## src/sv/cab_pkg.sv

```systemverilog
// shared constants, types and helpers for the clipped alpha blend blit
// no dependencies; compiled first

package cab_pkg;

	localparam int MAX_DIM_DEF = 2048;

	localparam int CFG_W   = 12;
	localparam int COORD_W = 11;
	localparam int PIX_W   = 32;
	localparam int ADDR_W  = 22;
	localparam int CHAN_W  = 8;
	localparam int NUM_CH  = 3;
	localparam int TGT_W   = 13;

	localparam int WIDTH_RST  = 960;
	localparam int HEIGHT_RST = 540;

	localparam logic [CHAN_W-1:0] ALPHA_CLEAR  = 8'h00;
	localparam logic [CHAN_W-1:0] ALPHA_OPAQUE = 8'hFF;
	localparam logic [CHAN_W-1:0] CHAN_MAX     = 8'hFF;

	typedef enum logic [1:0] {
		REG_PLACE_X     = 2'd0,
		REG_PLACE_Y     = 2'd1,
		REG_DEST_WIDTH  = 2'd2,
		REG_DEST_HEIGHT = 2'd3
	} cfg_reg_t;

	// load enables of the three pipeline stages
	typedef struct packed {
		logic s1;
		logic s2;
		logic s3;
	} cab_adv_t;

	// floor(x / 255) for x up to 255 * 255
	function automatic logic [CHAN_W-1:0] div255(input logic [2*CHAN_W-1:0] x);
		logic [2*CHAN_W:0] sum;
		sum = {1'b0, x} + {9'd0, x[2*CHAN_W-1:CHAN_W]} + 17'd1;
		return sum[2*CHAN_W-1:CHAN_W];
	endfunction

endpackage

```

## src/sv/cab_if.sv

```systemverilog
// stream interfaces for the blit pixel input and the write result
// depends on cab_pkg

interface cab_in_if
	import cab_pkg::*;
();
	logic               valid;
	logic               ready;
	logic [COORD_W-1:0] src_col;
	logic [COORD_W-1:0] src_row;
	logic [PIX_W-1:0]   src_pixel;
	logic [PIX_W-1:0]   dst_pixel;

	modport source (output valid, src_col, src_row, src_pixel, dst_pixel, input ready);
	modport sink   (input valid, src_col, src_row, src_pixel, dst_pixel, output ready);
endinterface

interface cab_out_if
	import cab_pkg::*;
();
	logic              valid;
	logic              ready;
	logic [ADDR_W-1:0] dest_address;
	logic [PIX_W-1:0]  pixel_out;
	logic              write_enable;

	modport source (output valid, dest_address, pixel_out, write_enable, input ready);
	modport sink   (input valid, dest_address, pixel_out, write_enable, output ready);
endinterface

```

## src/sv/cab_blend.sv

```systemverilog
// per-channel blend datapath: multiply in stage 2, divide by 255 and saturate after it
// depends on cab_pkg

module cab_blend
	import cab_pkg::*;
(
	input  logic                     clk,
	input  cab_adv_t                 adv,
	input  logic [NUM_CH*CHAN_W-1:0] src_rgb_s1,
	input  logic [NUM_CH*CHAN_W-1:0] dst_rgb_s1,
	input  logic [CHAN_W-1:0]        inv_s1,
	output logic [NUM_CH*CHAN_W-1:0] blend_rgb
);

	logic [2*CHAN_W-1:0] prod_s2 [NUM_CH];
	logic [CHAN_W-1:0]   src_s2  [NUM_CH];

	for (genvar c = 0; c < NUM_CH; c++) begin : g_chan
		logic [CHAN_W:0] sum;

		always_ff @(posedge clk) begin
			if (adv.s2) begin
				prod_s2[c] <= dst_rgb_s1[c*CHAN_W +: CHAN_W] * inv_s1;
				src_s2[c]  <= src_rgb_s1[c*CHAN_W +: CHAN_W];
			end
		end

		assign sum = {1'b0, src_s2[c]} + {1'b0, div255(prod_s2[c])};
		assign blend_rgb[c*CHAN_W +: CHAN_W] = sum[CHAN_W] ? CHAN_MAX : sum[CHAN_W-1:0];
	end

endmodule

```

## src/sv/clipped_alpha_blend_blit_top.sv

```systemverilog
// top level of the clipped alpha blend blit: config registers, clip and address pipeline
// depends on cab_pkg, cab_if (cab_in_if, cab_out_if) and cab_blend
//
//   port       dir   handshake       carries
//   pix        sink  valid / ready   src_col, src_row, src_pixel, dst_pixel
//   wb         src   valid / ready   dest_address, pixel_out, write_enable
//   cfg_*      in    cfg_wen only    cfg_index, cfg_data (no read-back)
//
// three register stages, one item per clock while wb is not stalled
// stage 1 holds the offset target, stage 2 the row offset, clip flag and channel products,
// stage 3 is the output register with the final address, pixel and write flag
// a stage loads whenever it is empty or the one after it moves, so bubbles close up
// and pix.ready stays high while wb is stalled until the pipeline is full
// arst_n clears the valid bits and sets the config registers to their reset values

module clipped_alpha_blend_blit_top
	import cab_pkg::*;
#(
	parameter int MAX_DIM = MAX_DIM_DEF
) (
	input  logic             clk,
	input  logic             arst_n,
	input  logic             cfg_wen,
	input  logic [1:0]       cfg_index,
	input  logic [CFG_W-1:0] cfg_data,
	cab_in_if.sink           pix,
	cab_out_if.source        wb
);

	// clamped dimension width and the widths that follow from it
	localparam int DIM_W  = $clog2(MAX_DIM + 1);
	localparam int CMP_W  = (DIM_W > CFG_W) ? DIM_W : CFG_W;
	localparam int PROD_W = CFG_W + DIM_W;
	localparam int SUM_W  = PROD_W + 1;

	// dimensions are stored already clamped to MAX_DIM
	localparam logic [DIM_W-1:0] WIDTH_RST_C =
		(WIDTH_RST > MAX_DIM) ? DIM_W'(MAX_DIM) : DIM_W'(WIDTH_RST);
	localparam logic [DIM_W-1:0] HEIGHT_RST_C =
		(HEIGHT_RST > MAX_DIM) ? DIM_W'(MAX_DIM) : DIM_W'(HEIGHT_RST);

	// configuration registers
	logic [CFG_W-1:0] place_x_q;
	logic [CFG_W-1:0] place_y_q;
	logic [DIM_W-1:0] width_q;
	logic [DIM_W-1:0] height_q;
	logic [DIM_W-1:0] cfg_dim;
	cfg_reg_t         cfg_sel;

	assign cfg_sel = cfg_reg_t'(cfg_index);
	assign cfg_dim = (32'(cfg_data) > 32'(MAX_DIM)) ? DIM_W'(MAX_DIM) : DIM_W'(cfg_data);

	always_ff @(posedge clk or negedge arst_n) begin
		if (!arst_n) begin
			place_x_q <= '0;
			place_y_q <= '0;
			width_q   <= WIDTH_RST_C;
			height_q  <= HEIGHT_RST_C;
		end else if (cfg_wen) begin
			unique case (cfg_sel)
				REG_PLACE_X:     place_x_q <= cfg_data;
				REG_PLACE_Y:     place_y_q <= cfg_data;
				REG_DEST_WIDTH:  width_q   <= cfg_dim;
				REG_DEST_HEIGHT: height_q  <= cfg_dim;
				default:         place_x_q <= place_x_q;
			endcase
		end
	end

	// stage advance control: each stage loads when empty or when its successor moves
	logic     vld_s1, vld_s2, vld_s3;
	cab_adv_t adv;

	assign adv.s3    = !vld_s3 || wb.ready;
	assign adv.s2    = !vld_s2 || adv.s3;
	assign adv.s1    = !vld_s1 || adv.s2;
	assign pix.ready = adv.s1;

	always_ff @(posedge clk or negedge arst_n) begin
		if (!arst_n) begin
			vld_s1 <= 1'b0;
			vld_s2 <= 1'b0;
			vld_s3 <= 1'b0;
		end else begin
			if (adv.s1) vld_s1 <= pix.valid;
			if (adv.s2) vld_s2 <= vld_s1;
			if (adv.s3) vld_s3 <= vld_s2;
		end
	end

	// stage 1: target position from source position plus placement
	logic signed [TGT_W-1:0] tx_d, ty_d;
	logic signed [TGT_W-1:0] tx_s1, ty_s1;
	logic [CHAN_W-1:0]       alpha_s1;
	logic [CHAN_W-1:0]       inv_s1;
	logic [PIX_W-1:0]        src_s1;
	logic [PIX_W-1:0]        dst_s1;

	assign tx_d = $signed({2'b00, pix.src_col}) + $signed({place_x_q[CFG_W-1], place_x_q});
	assign ty_d = $signed({2'b00, pix.src_row}) + $signed({place_y_q[CFG_W-1], place_y_q});

	always_ff @(posedge clk) begin
		if (adv.s1) begin
			tx_s1    <= tx_d;
			ty_s1    <= ty_d;
			src_s1   <= pix.src_pixel;
			dst_s1   <= pix.dst_pixel;
			alpha_s1 <= pix.src_pixel[PIX_W-1 -: CHAN_W];
			inv_s1   <= ALPHA_OPAQUE - pix.src_pixel[PIX_W-1 -: CHAN_W];
		end
	end

	// stage 2: clip test, row offset product, alpha class
	logic              in_x, in_y;
	logic              inside_s2;
	logic [PROD_W-1:0] row_off_s2;
	logic [CFG_W-1:0]  tx_s2;
	logic              opaque_s2;
	logic              clear_s2;
	logic [PIX_W-1:0]  src_s2;

	assign in_x = !tx_s1[TGT_W-1] && (CMP_W'(tx_s1[CFG_W-1:0]) < CMP_W'(width_q));
	assign in_y = !ty_s1[TGT_W-1] && (CMP_W'(ty_s1[CFG_W-1:0]) < CMP_W'(height_q));

	always_ff @(posedge clk) begin
		if (adv.s2) begin
			inside_s2  <= in_x && in_y;
			row_off_s2 <= ty_s1[CFG_W-1:0] * width_q;
			tx_s2      <= tx_s1[CFG_W-1:0];
			opaque_s2  <= (alpha_s1 == ALPHA_OPAQUE);
			clear_s2   <= (alpha_s1 == ALPHA_CLEAR);
			src_s2     <= src_s1;
		end
	end

	// channel blend, products registered inside at stage 2
	logic [NUM_CH*CHAN_W-1:0] blend_rgb;

	cab_blend u_blend (
		.clk        (clk),
		.adv        (adv),
		.src_rgb_s1 (src_s1[NUM_CH*CHAN_W-1:0]),
		.dst_rgb_s1 (dst_s1[NUM_CH*CHAN_W-1:0]),
		.inv_s1     (inv_s1),
		.blend_rgb  (blend_rgb)
	);

	// stage 3: output register
	logic [SUM_W-1:0]  addr_sum;
	logic [ADDR_W-1:0] addr_s3;
	logic [PIX_W-1:0]  pixel_s3;
	logic              we_s3;
	logic [PIX_W-1:0]  pixel_d;

	assign addr_sum = SUM_W'(row_off_s2) + SUM_W'(tx_s2);

	always_comb begin
		priority if (!inside_s2 || clear_s2) begin
			pixel_d = '0;
		end else if (opaque_s2) begin
			pixel_d = src_s2;
		end else begin
			// blended alpha byte is zero
			pixel_d = PIX_W'(blend_rgb);
		end
	end

	always_ff @(posedge clk) begin
		if (adv.s3) begin
			addr_s3  <= inside_s2 ? ADDR_W'(addr_sum) : '0;
			pixel_s3 <= pixel_d;
			we_s3    <= inside_s2 && !clear_s2;
		end
	end

	assign wb.valid        = vld_s3;
	assign wb.dest_address = addr_s3;
	assign wb.pixel_out    = pixel_s3;
	assign wb.write_enable = we_s3;

endmodule

```

## src/flat_wrapper.sv

```systemverilog
// flat-port wrapper written by rule: the top's interface ports become plain ports
module clipped_alpha_blend_blit_top_flat import cab_pkg::*;
#(
	parameter int MAX_DIM = MAX_DIM_DEF
)
  (clk, arst_n, cfg_wen, cfg_index, cfg_data, pix_valid, pix_src_col, pix_src_row, pix_src_pixel, pix_dst_pixel, pix_ready, wb_valid, wb_dest_address, wb_pixel_out, wb_write_enable, wb_ready);
  cab_in_if pix_i ();
  cab_out_if wb_i ();
  input  logic clk;
  input  logic arst_n;
  input  logic cfg_wen;
  input  logic [1:0] cfg_index;
  input  logic [CFG_W-1:0] cfg_data;
  input wire logic [$bits(pix_i.valid)-1:0] pix_valid;
  input wire logic [$bits(pix_i.src_col)-1:0] pix_src_col;
  input wire logic [$bits(pix_i.src_row)-1:0] pix_src_row;
  input wire logic [$bits(pix_i.src_pixel)-1:0] pix_src_pixel;
  input wire logic [$bits(pix_i.dst_pixel)-1:0] pix_dst_pixel;
  output wire logic [$bits(pix_i.ready)-1:0] pix_ready;
  output wire logic [$bits(wb_i.valid)-1:0] wb_valid;
  output wire logic [$bits(wb_i.dest_address)-1:0] wb_dest_address;
  output wire logic [$bits(wb_i.pixel_out)-1:0] wb_pixel_out;
  output wire logic [$bits(wb_i.write_enable)-1:0] wb_write_enable;
  input wire logic [$bits(wb_i.ready)-1:0] wb_ready;
  assign pix_i.valid = pix_valid;
  assign pix_i.src_col = pix_src_col;
  assign pix_i.src_row = pix_src_row;
  assign pix_i.src_pixel = pix_src_pixel;
  assign pix_i.dst_pixel = pix_dst_pixel;
  assign pix_ready = pix_i.ready;
  assign wb_valid = wb_i.valid;
  assign wb_dest_address = wb_i.dest_address;
  assign wb_pixel_out = wb_i.pixel_out;
  assign wb_write_enable = wb_i.write_enable;
  assign wb_i.ready = wb_ready;
  clipped_alpha_blend_blit_top #(.MAX_DIM(MAX_DIM)) u_core (.clk(clk), .arst_n(arst_n), .cfg_wen(cfg_wen), .cfg_index(cfg_index), .cfg_data(cfg_data), .pix(pix_i), .wb(wb_i));
endmodule
```

## config.mk

```make
export PLATFORM = sky130hd
export DESIGN_NAME = clipped_alpha_blend_blit_top_flat
export DESIGN_NICKNAME = d
export VERILOG_FILES = /design/src/sv/cab_pkg.sv /design/src/sv/cab_if.sv /design/src/sv/cab_blend.sv /design/src/sv/clipped_alpha_blend_blit_top.sv /design/src/flat_wrapper.sv
export SDC_FILE = /design/constraint.sdc
export NUM_CORES = 1
export LEC_CHECK = 0
export BUFFER_PORTS_ARGS = -buffer_cell sky130_fd_sc_hd__buf_2
export CAP_MARGIN = 10
export CELL_PAD_IN_SITES_DETAIL_PLACEMENT = 1
export CELL_PAD_IN_SITES_GLOBAL_PLACEMENT = 2
export CORE_MARGIN = 10
export CORE_UTILIZATION = 43
export CTS_BUF_LIST = sky130_fd_sc_hd__clkbuf_8
export DETAILED_ROUTE_END_ITERATION = 8
export PLACE_DENSITY_LB_ADDON = 0.2
export SLEW_MARGIN = 20
export SYNTH_ARGS = -nofsm -noshare
export SYNTH_HDL_FRONTEND = slang
export SYNTH_SLANG_ARGS = --single-unit
export TNS_END_PERCENT = 20
```

## constraint.sdc

```tcl
create_clock -name clk -period 5.73 [get_ports clk]
set_input_delay 0.2865 -clock clk [delete_from_list [all_inputs] [get_ports clk]]
set_output_delay 0.2865 -clock clk [all_outputs]
set_load 0.05 [all_outputs]
```

# Yosys cells after proc, flatten, opt, wreduce, memory -nomap -nowiden
# Memory sizes are Yosys's and may differ from the RTL's.
# Cells that the tools add are included.
# classes
add_sub_neg,13
mul,4
div_mod_pow,0
n_lt_le_gt_ge,3
eq_ne,4
shifts,0
mux,7
bitwise_logic,1
reduce_logical,22
# op_table
op,n
"adder 16 x 1 -> 16 bit, second input constant",3
adder 16 x 8 -> 16 bit,3
multiplier 8 x 8 -> 16 bit,3
adder 8 x 8 -> 9 bit,3
adder 12 x 12 -> 13 bit,2
< comparator 12 bit,2
two-way mux 24 bit,1
two-way mux 8 bit,3
adder 22 x 12 -> 22 bit,1
multiplier 12 x 12 -> 22 bit,1
"> comparator 12 bit, second input constant",1
two-way mux 12 bit,1
"== test 8 bit, second input constant",1
logical NOT 8 bit,1
AND reduction 2 bit,4
"subtractor 8 bit, first input constant",1
logical NOT 1 bit,7
"== test 2 bit, second input constant",2
logical AND 1 bit,4
logical OR 1 bit,4
"== test 2 x 1 -> 1 bit, second input constant",1
logical NOT 2 bit,1
two-way mux 1 bit,2
OR reduction 2 bit,1
inverter 1 bit,1
# word_totals
ff_bits,273
latch_bits,0
ram_bits,72
romBits,0
input_bits,105
output_inout_bits,57
memories,2
# memory_table
memory,words,word_bits,rd,rd_ports_with_merged_regs,wr,line,text
u_core.u_blend.prod_s2,3,16,3,0,3,cab_blend.sv:15,logic [2*CHAN_W-1:0] prod_s2 [NUM_CH];
u_core.u_blend.src_s2,3,8,3,0,3,cab_blend.sv:16,logic [CHAN_W-1:0] src_s2 [NUM_CH];

# Depth between registers and ports, before layout
# An unclocked memory read counts as a cell.
# depth
depth_word,6
mapped_depth,20
mapped_depth_nobuf,19

# Modules after synthesis
# From an unflattened synthesis, not the netlist that was laid out.
# hier_totals
cells_unflattened,2450
area_unflattened_um2,26519.2
# by_module_without_submodules
module,instances,cells_each,area_per_inst_um2
clipped_alpha_blend_blit_top,1,1317,15785.1
cab_blend,1,1133,10734.0

# Least setup slack after synthesis
# No wires, ideal clock.
# synth_path
path_type,reg-to-reg
from,reg u_core.vld_s3 (netlist: u_core.wb.valid)
to,reg u_core.dst_s1[0] (enable)
setup_time_ns,1.462
arrival_time_ns,3.705
slack_ns,0.563
path_stages_with_launch,2
path_buffers,0
period_less_slack_ns,5.167
path_cell_list,dfrtp_1 -> nand4b_1
# synth_between
elab_chain_cells,4
# synth_lines
element,line,text
"start, declared",clipped_alpha_blend_blit_top.sv:71,"logic vld_s1, vld_s2, vld_s3;"
"start signal, assigned",clipped_alpha_blend_blit_top.sv:87,if (adv.s3) vld_s3 <= vld_s2;
logical NOT 1 bit,clipped_alpha_blend_blit_top.sv:74,assign adv.s3 = !vld_s3 || wb.ready;
logical OR 1 bit,clipped_alpha_blend_blit_top.sv:74,
logical OR 1 bit,clipped_alpha_blend_blit_top.sv:75,assign adv.s2 = !vld_s2 || adv.s3;
logical OR 1 bit,clipped_alpha_blend_blit_top.sv:76,assign adv.s1 = !vld_s1 || adv.s2;
net pix_ready,flat_wrapper.sv:19,output wire logic [$bits(pix_i.ready)-1:0] pix_ready;
"end signal, assigned",clipped_alpha_blend_blit_top.sv:107,dst_s1 <= pix.dst_pixel;
"end, declared",clipped_alpha_blend_blit_top.sv:97,logic [PIX_W-1:0] dst_s1;
# The timed path passes the listed nets, and every way through them passes these cells.
# A chain may end at the register's enable or synchronous reset.

# Final worst setup path
# layout_path
from,reg u_core.width_q[3]
to,"reg u_core.row_off_s2[20], data pin"
# layout_between
elab_chain_cells,1
# layout_lines
element,line,text
"start, declared",clipped_alpha_blend_blit_top.sv:45,logic [DIM_W-1:0] width_q;
"start signal, assigned",clipped_alpha_blend_blit_top.sv:63,REG_DEST_WIDTH: width_q <= cfg_dim;
multiplier 12 x 12 -> 22 bit,clipped_alpha_blend_blit_top.sv:128,row_off_s2 <= ty_s1[CFG_W-1:0] * width_q;
"end signal, assigned",clipped_alpha_blend_blit_top.sv:128,
"end, declared",clipped_alpha_blend_blit_top.sv:116,logic [PROD_W-1:0] row_off_s2;
# No other way between the ends.

==> qor.csv <==
stage,metric,value,unit
finish,final_common_cell,inv_1,
sta,max_freq,189,MHz
cts,clockBufferDepth,3,
setup_path,path_class,reg -> reg,
floorplan,row_count,87,
status,status,"complete, no violations",
cts,tritoncts,yes,
synthesis,synth_edf_count,262,
synthesis,syn_nets,2852,
cts,cts_sinks,313,
placement,place.gp.congestion,0.803,
setup_path,r2r_cells,16,
pwr,swShare,44.5,%
drt,vias_per_cell,5.14,
finish,final_core_util,50.0,%
cts,clockRootBuffer,clkbuf_8,
synthesis,synthFlopType,edfxtp_1,
placement,post-dp-hpwl,49.1,mm
synthesis,avgSynthCellArea,10.9,um2
global_routing,antenna_found_initial,1,
drt,post_drt_wl_per_cell,19.1,um
floorplan,dieHeight,260,um
pwr,p_int,8.43,mW
synthesis,synthCells,2272,
drt,drt_pre_antenna_iters,4,
synthesis,yosysSeqAreaShare,37.1,%
synthesis,netlist_area,24700,um2
setup_path,crit_fanout,9,
drt,routed-via-count,17100,
drt,first_iter_violations,655,
setup_path,start_kind,register,
pwr,leakage,13.2,nW
synthesis,ys_types,60,
cts,cts.repair.resized,0,
finish,layout.nets,3107,
cts,path_clk_slew,0.06,ns
floorplan,die_x,260,um
sta,final_max_slew_viol_count,0,
sta,hold_ws,0.125,ns
cts,insertion_delay,0.64,ns
setup_path,critPathLaunch,u_core.width_q[3]$_DFFE_PN0P_,
global_routing,grt_pass1_wl,104,mm
pwr,irDropWorstVdd,0.294,mV
pwr,clockPowerShare,14.2,%
run,cap_violations,0,
sta,relSlewSlack,29.9,%
drt,remaining_drc_errors,0,
cts,numCtsBuffers,55,
sta,worstMarginPinSlew,1.05,ns
global_routing,grt_overflow_total,0,
setup_path,rrSetupSlack,0.43,ns
synthesis,ys_ff_latch,313,
synthesis,yosysWarnings,0,
sta,rsz0062_at_grt,no,
drt,wl,63.4,mm
floorplan,core,56600,um2
global_routing,grt_util_all_layers,19.3,%
floorplan,initial_utilization,43.6,%
sta,min_period,5.30,ns
setup_path,cp-end-kind,register,
finish,layout-drive-gt1-share,12.0,%
setup_path,worst-endpoint-arrival,5.68,ns
finish,final_cell_mix,"inv_1 (389), ha_1 (262), edfxtp_1 (262), nand2_1 (235), fa_1 (213)",
global_routing,grt_pass1_vias,19500,
sta,fin_setup_tns,0,ns
drt,drtAntennaViolNets,0,
cts,post-cts-setup-buffer-count,0,
pwr,powerDensity,537,nW/um2
pwr,seqPwrFrac,26.5,%
pwr,pwr-share-comb,59.4,%
sta,hold_violations,0,
placement,port_buffers,153,
pwr,p_sw,6.77,mW
floorplan,die-area,67400,um2
hold_path,hold_path.class,in -> reg,
synthesis,async_flop_share,16.3,%
sta,clock_skew,0.0282,ns
pwr,p_total,15.2,mW
floorplan,ioPinCount,162,
setup_path,worstReg2RegStart,u_core.width_q[3]$_DFFE_PN0P_,
setup_path,crit_path_end,u_core.row_off_s2[20]$_DFFE_PP_,
cts,htreeDepth,2,
sta,fin_crit_sh,92.5,%
finish,area.growth.synth_to_final,14.6,%
global_routing,grt_max_degree,119,
setup_path,worstPathRequired,6.11,ns
sta,setup_viol,0,
setup_path,r2r_end,u_core.row_off_s2[20]$_DFFE_PP_,
finish,fill_cells,6205,
## power groups by stage
stage	Combinational (mW)	Clock, mW	Sequential [mW]
final	9.02	2.15	4.03
after global routing	10.4	2.32	4.10
after CTS	9.21	2.23	4.04
after detailed placement	9.07	0	4.08
after global placement	8.76	0	4.06
after floorplan	6.43	0	4.22
## cell type report
type	instances	area (um2)	area share, %
antenna	1	2.50	0.00885
clock buffer	58	798	2.82
timing repair buffer	256	1730	6.11
tap	756	946	3.34
sequential	313	9150	32.4
multi-input combinational	1530	13900	49.3
inverter	371	1390	4.92
clock inverter	43	324	1.15
## metal layers
metal	vias to the layer above	track usage (%)	wire [um]
met2	208	37.6	35200
met4	0	6.64	2010
met3	110	2.24	1470
met1	8750	21.2	24800
met5	-	0	0
li1	8048	-	-
## critical path: stages (launching register included)
cell and delay, ns:
dfrtp_1 0.54, nand2_1 0.13, fa_1 0.58, fa_1 0.46, fa_1 0.55, inv_1 0.06
fa_1 0.47, inv_1 0.05, fa_1 0.47, inv_1 0.04, ha_1 0.21, or3_1 0.36
o221a_1 0.30, o21ai_2 0.15, a21oi_1 0.13, o41a_1 0.40, xor2_1 0.14
## Yosys cell counts, types with 24 or more instances
cell / count / share of area [%]
inv_1: 371 / 5.6
o21ai_0: 70 / 1.4
nor2_1: 68 / 1.0
nand2b_1: 25 / 0.63
o21a_1: 25 / 0.76
xor2_1: 29 / 1.0
dfrtp_1: 43 / 4.4
nand2_1: 235 / 3.6
clkbuf_1: 57 / 0.87
fa_1: 213 / 17
a221oi_1: 24 / 0.85
ha_1: 262 / 13
xnor2_1: 92 / 3.3
and2_1: 182 / 4.6
mux2_2: 25 / 1.1
edfxtp_1: 262 / 32
a21oi_1: 79 / 1.6
## worst min path at each step
stage	from	end	cells after the start
floorplan	arst_n	u_core.height_q[0]$_DFFE_PN0P_	0
global placement	u_core.src_s1[15]$_DFFE_PP_	u_core.src_s2[15]$_DFFE_PP_	0
detailed placement	u_core.src_s1[13]$_DFFE_PP_	u_core.src_s2[13]$_DFFE_PP_	0
CTS	pix_src_col[10]	u_core.tx_s1[12]$_DFFE_PP_	3
global route	pix_src_col[10]	u_core.tx_s1[12]$_DFFE_PP_	3
finish	pix_src_col[10]	u_core.tx_s1[12]$_DFFE_PP_	3
## metrics by stage
step	instance area, um2	setup slack [ns]	cells
2_1_floorplan	24700	0.563	2272
3_3_place_gp	26400	0.391	3155
3_5_place_dp	26400	0.401	3155
4_1_cts	28300	0.397	3327
5_1_grt	28300	0.108	3328
6_report	28300	0.432	3328
## flip-flops by register name (all words and copies together) (netlist names), 13 cells and up
register / cells
u_core.dst_s1: 24
u_core.wb.pixel_out: 32
u_core.src_s2: 32
u_core.ty_s1: 13
u_core.wb.dest_address: 22
u_core.row_off_s2: 22
u_core.tx_s1: 13
u_core.src_s1: 32
u_core.u_blend.prod_s2: 48
## cell families (layout without fill, tap and decap cells)
| kind of cell | after synthesis | in the layout | synth area share (%) |
|---|---|---|---|
| buffers and inverters | 429 | 728 | 6.52 |
| xor gates and xnor gates | 121 | 121 | 4.29 |
| AOI/OAI and AO/OA | 298 | 298 | 8.08 |
| muxes | 25 | 25 | 1.14 |
| other | 0 | 1 | 0 |
| adders and majority gates | 475 | 475 | 30.5 |
| and+or+nand+nor | 611 | 611 | 12.3 |
| DFF | 313 | 313 | 37.1 |
## what timing repair did
item                       CTS  global route
setup endpoints to repair    0             0
hold buffers                71             0
hold endpoints to repair   145             0
Power figures use the tool's default switching activity.
